**src/rtl/core/brbpa_pkg.sv**
```systemverilog
// shared widths, codes and controller/datapath interface types for the byte ring buffer
// no dependencies; imported by brbpa_ctrl, brbpa_dp and the top level
`default_nettype none

package brbpa_pkg;

	// fixed field widths
	localparam int OPCODE_W = 2;
	localparam int DATA_W   = 8;
	localparam int RLEN_W   = 7;
	localparam int COUNT_W  = 11;
	localparam int STATUS_W = 2;

	// parameter defaults
	localparam int DEPTH_DEFAULT    = 1024;
	localparam int MAX_READ_DEFAULT = 64;

	// opcodes
	localparam logic [OPCODE_W-1:0] OP_WRITE   = 2'd0;
	localparam logic [OPCODE_W-1:0] OP_READ    = 2'd1;
	localparam logic [OPCODE_W-1:0] OP_RELEASE = 2'd2;

	// result status codes
	localparam logic [STATUS_W-1:0] STATUS_OK        = 2'd0;
	localparam logic [STATUS_W-1:0] STATUS_FULL      = 2'd1;
	localparam logic [STATUS_W-1:0] STATUS_REL_ERROR = 2'd2;

	// controller to datapath
	typedef struct packed {
		logic do_write;
		logic do_read;
		logic do_release;
		logic do_other;
		logic run_step;
	} ctrl_cmd_t;

	// datapath to controller
	typedef struct packed {
		logic read_empty;
		logic run_final;
	} dp_stat_t;

endpackage

`default_nettype wire

```
**src/rtl/core/brbpa_ctrl.sv**
```systemverilog
// controller for the byte ring buffer: opcode decode and read-run sequencing
// depends on brbpa_pkg
`default_nettype none

module brbpa_ctrl
	import brbpa_pkg::*;
(
	input  wire logic                clk,
	input  wire logic                arst_n,
	input  wire logic                start,
	input  wire logic [OPCODE_W-1:0] opcode,
	input  wire dp_stat_t            stat,
	output logic                     busy,
	output ctrl_cmd_t                cmd
);

	typedef enum logic [1:0] {
		ST_IDLE = 2'b01,
		ST_RUN  = 2'b10
	} state_t;

	state_t state_q;
	state_t state_d;
	logic   accept;

	assign busy   = (state_q == ST_RUN);
	assign accept = start && !busy;

	always_comb begin
		cmd          = '0;
		cmd.run_step = (state_q == ST_RUN);
		if (accept) begin
			case (opcode)
				OP_WRITE:   cmd.do_write   = 1'b1;
				OP_READ:    cmd.do_read    = 1'b1;
				OP_RELEASE: cmd.do_release = 1'b1;
				default:    cmd.do_other   = 1'b1;
			endcase
		end
	end

	always_comb begin
		state_d = state_q;
		case (state_q)
			ST_IDLE: begin
				if (cmd.do_read && !stat.read_empty) begin
					state_d = ST_RUN;
				end
			end
			ST_RUN: begin
				// last read issued this cycle, its beat shows next cycle
				if (stat.run_final) begin
					state_d = ST_IDLE;
				end
			end
			default: state_d = ST_IDLE;
		endcase
	end

	always_ff @(posedge clk or negedge arst_n) begin
		if (!arst_n) begin
			state_q <= ST_IDLE;
		end else begin
			state_q <= state_d;
		end
	end

endmodule

`default_nettype wire

```
**config.mk**
```make
export PLATFORM = sky130hd
export DESIGN_NAME = brbpa_ctrl
export DESIGN_NICKNAME = d
export VERILOG_FILES = /design/src/rtl/core/brbpa_pkg.sv /design/src/rtl/core/brbpa_ctrl.sv
export SDC_FILE = /design/constraint.sdc
export NUM_CORES = 1
export LEC_CHECK = 0
export BUFFER_PORTS_ARGS = -buffer_cell sky130_fd_sc_hd__buf_4
export CELL_PAD_IN_SITES_DETAIL_PLACEMENT = 0
export CELL_PAD_IN_SITES_GLOBAL_PLACEMENT = 1
export CORE_AREA = 2 2 39 41
export DETAILED_ROUTE_END_ITERATION = 16
export DIE_AREA = 0 0 41 43
export GPL_TIMING_DRIVEN = 0
export HOLD_SLACK_MARGIN = 0.06
export PLACE_DENSITY_LB_ADDON = 0.3
export SLEW_MARGIN = 5
export SYNTH_ARGS = -nofsm -noshare
export SYNTH_HDL_FRONTEND = slang
export SYNTH_SLANG_ARGS = --single-unit
```
**constraint.sdc**
```tcl
create_clock -name clk -period 1.25 [get_ports clk]
set_clock_uncertainty 0.05 [all_clocks]
set_input_delay 0.25 -clock clk [delete_from_list [all_inputs] [get_ports clk]]
set_output_delay 0.25 -clock clk [all_outputs]
set_load 0.01 [all_outputs]
```
==> impl_metrics.py <==
metrics = {
    "routing": {
        "drc_errors": 0,
        "firstDrtPassIters": 1,
        "routed-via-count": 202,
        "post_drt_wl_per_cell_um": 10.3,
        "dr.max_layer_used": "met3",
        "wl_met2_um": 280,
        "met1_length_um": 192,
        "routed_wl_um": 523,
        "met3_length_um": 50,
        "drt-initial-drc-count": 0,
        "vias_per_cell": 3.96,
        "drt.antenna.violating_nets": 0,
    },
    "worst_setup_path": {
        "path_class": "reg -> out",
        "end_kind": "output port",
        "crit_chain": "nand2b_4 > inv_6 > nor4b_4 > buf_4",
        "path_delay_family": "flip-flops",
        "critPathRequiredTime_ns": 0.95,
        "crit_buf_inv": 2,
        "crit_fanout": 4,
        "crit_slowest_cell": "dfstp_2",
        "cp.arrival_ns": 1.29,
        "cpPeakStageDelay_ns": 0.52,
        "start_kind": "flop",
    },
    "global_route": {
        "antenna_found_initial": 0,
        "grt_max_degree": 6,
        "grt_usage_pct": 7.33,
        "grt_pass1_wl_um": 772,
        "grt_pass1_vias": 218,
        "grt_overflow": 0,
    },
    "yosys": {
        "synth_mux_area_share_pct": 0,
        "syn_area_um2": 159,
        "synth-simple-area-share_pct": 48.8,
        "synth-seq-area-share_pct": 32.3,
        "yosys_register_bits": 2,
        "synth.distinct_cells": 12,
        "netlist_instances": 14,
        "syn-num-nets": 21,
        "syn_area_per_cell_um2": 11.4,
        "synth-adder-area-share_pct": 0,
        "yosysWarnings": 0,
        "synth_xor_area_share_pct": 0,
        "synth_top_family_by_area": "simple AND/OR/NAND/NOR gates",
        "synth-compound-area-share_pct": 11.8,
    },
    "sta": {
        "fmax_mhz": 628,
        "hold_violations": 0,
        "rsz0062_at_grt": "true",
        "post-route-period-util_pct": 127,
        "timing.slew.headroom_pct": 84.4,
        "setup-violations-final": 6,
        "setup-tns-final_ns": -1.85,
        "slew_viol_final": 0,
        "setup_slack_ns": -0.342,
        "fin_crit_ns": 1.59,
        "worst_slew_pin_slew_ns": 0.234,
    },
    "status": {
        "violations": "negative setup slack",
        "status": "finished, violations left",
    },
    "power": {
        "leakage_nw": 0.187,
        "clockPowerShare_pct": 56.4,
        "seq_power_share_pct": 23.9,
        "p_sw_share_pct": 23.1,
        "pwr_density_cell_nw_per_um2": 762,
        "total_power_mw": 0.289,
        "ir_drop_mv": 0.290,
        "comb_power_share_pct": 19.7,
        "switching_power_mw": 0.0669,
        "p_int_mw": 0.222,
    },
    "final_layout": {
        "fillers": 142,
        "mostFrequentLayoutCell": "buf_4",
        "n_antenna_cell": 0,
        "instances_no_fill": 51,
        "stdcell_area_um2": 379,
        "top_register": "state_q",
        "top_regs": "state_q (2)",
        "drive_gt1_share_pct": 80.0,
        "ff_latch_area_um2": 51.3,
        "multi_input_area_um2": 116,
        "mostFrequentLayoutCells": "buf_4 (12), buf_6 (5), clkbuf_4 (3)",
        "largest_reg_flops": 2,
        "area_growth_pct": 139,
        "fin_nets": 43,
    },
    "floorplanning": {
        "initial_core_util_pct": 11.5,
        "die_y_um": 43,
        "coreArea_um2": 1380,
        "die-area_um2": 1760,
        "fp-row-count": 14,
        "die_w_um": 41,
        "ios": 13,
    },
    "cts": {
        "tritoncts": "yes",
        "clock_latency_ns": 0.23,
        "numCtsBuffers": 3,
        "cts_root_buf": "clkbuf_4",
        "cts_max_level": 1,
        "cts.sinks": 2,
        "clk_pin_slew_worst_paths_ns": 0.04,
        "clockBufferDepth": 2,
    },
    "placement": {
        "place_area_um2": 280,
        "place_congestion": 0.557,
        "dp.cells": 42,
        "buffer_ports.inserted": 12,
    },
    "flow_run": {
        "maxCapViolations": 0,
    },
    "hold_path": {
        "min_path_type": "in -> reg",
    },
}
routing by layer:
layer / global-route usage (%) / vias up
met2: 10.0 / 13
met5: 0 / -
met1: 6.43 / 94
met4: 8.00 / 0
li1: - / 95
met3: 4.71 / 0
timing repair:
| item | CTS | global route |
|---|---|---|
| endpoints found under the hold margin | 2 | 0 |
| setup buffers | 2 | 2 |
| setup endpoints to repair | 6 | 6 |
| gates resized for setup | 4 | 4 |
| pin swaps | 2 | 2 |
| cloned | 0 | 0 |
| hold buffers | 1 | 0 |
final timing paths:
| check | startpoint | end | slack, ns | cells after the start |
|---|---|---|---|---|
| max | state_q[0]$_DFFE_PN1P_ | cmd[4] | -0.34 | 4 |
| min | stat[0] | state_q[1]$_DFFE_PN0P_ | 0.16 | 2 |
| max reg2reg | state_q[0]$_DFFE_PN1P_ | state_q[0]$_DFFE_PN1P_ | 0.22 | 3 |
| min reg2reg | state_q[0]$_DFFE_PN1P_ | state_q[1]$_DFFE_PN0P_ | 0.50 | 2 |
| max in group asynchronous | arst_n | state_q[0]$_DFFE_PN1P_ | 0.66 | 2 |
| min in group asynchronous | arst_n | state_q[1]$_DFFE_PN0P_ | 0.30 | 2 |
power by group through the flow:
stage                     clock, mW  combinational [mW]  sequential [mW]
after floorplan                   0              0.0196           0.0695
after global placement            0              0.0475           0.0696
after detailed placement          0              0.0495           0.0698
after CTS                     0.172              0.0536           0.0691
after global routing          0.176              0.0628           0.0692
final                         0.163              0.0570           0.0690
area by class of cell:
| cell class | count | area share [%] |
|---|---|---|
| Clock buffer | 4 | 6.93 |
| Multi-Input combinational cell | 10 | 30.7 |
| Tap cell | 16 | 5.28 |
| Sequential cell | 2 | 13.5 |
| Buffer | 1 | 2.97 |
| Inverter | 1 | 2.31 |
| Timing Repair Buffer | 17 | 38.3 |
worst register-to-register path, cell delays in order (launching register included):
cell and delay [ns]:
dfstp_2 0.52, nand2b_4 0.15, buf_4 0.12, o32a_1 0.14
cell usage after synthesis (all sizes together):
cell type | instances | share of area [%]
nand2b | 4 | 25
and4 | 1 | 6.3
and4b | 1 | 7.1
buf | 1 | 4.7
dfrtp | 1 | 16
dfstp | 1 | 17
inv | 1 | 2.4
nor3b | 1 | 4.7
nor4b | 1 | 5.5
o32a | 1 | 6.3
o32ai | 1 | 5.5
stage by stage:
step | setup WS [ns] | hold WS (ns) | util [%]
final | -0.342 | 0.162 | 27.4
after global routing | -0.410 | 0.173 | 27.4
after CTS | -0.349 | 0.157 | 25.0
after detailed placement | -0.122 | -0.0159 | 20.3
after global placement | -0.0982 | -0.0181 | 20.3
after floorplan | -0.0581 | -0.0956 | -
kinds of logic (layout without fill, tap and decap cells):
kind of cell / count (synthesis) / after routing
AND/OR/NAND/NOR: 8 / 8
AO/OA/AOI/OAI: 2 / 2
flip-flops: 2 / 2
buffers and inverters: 2 / 23
Power figures use the tool's default switching activity.
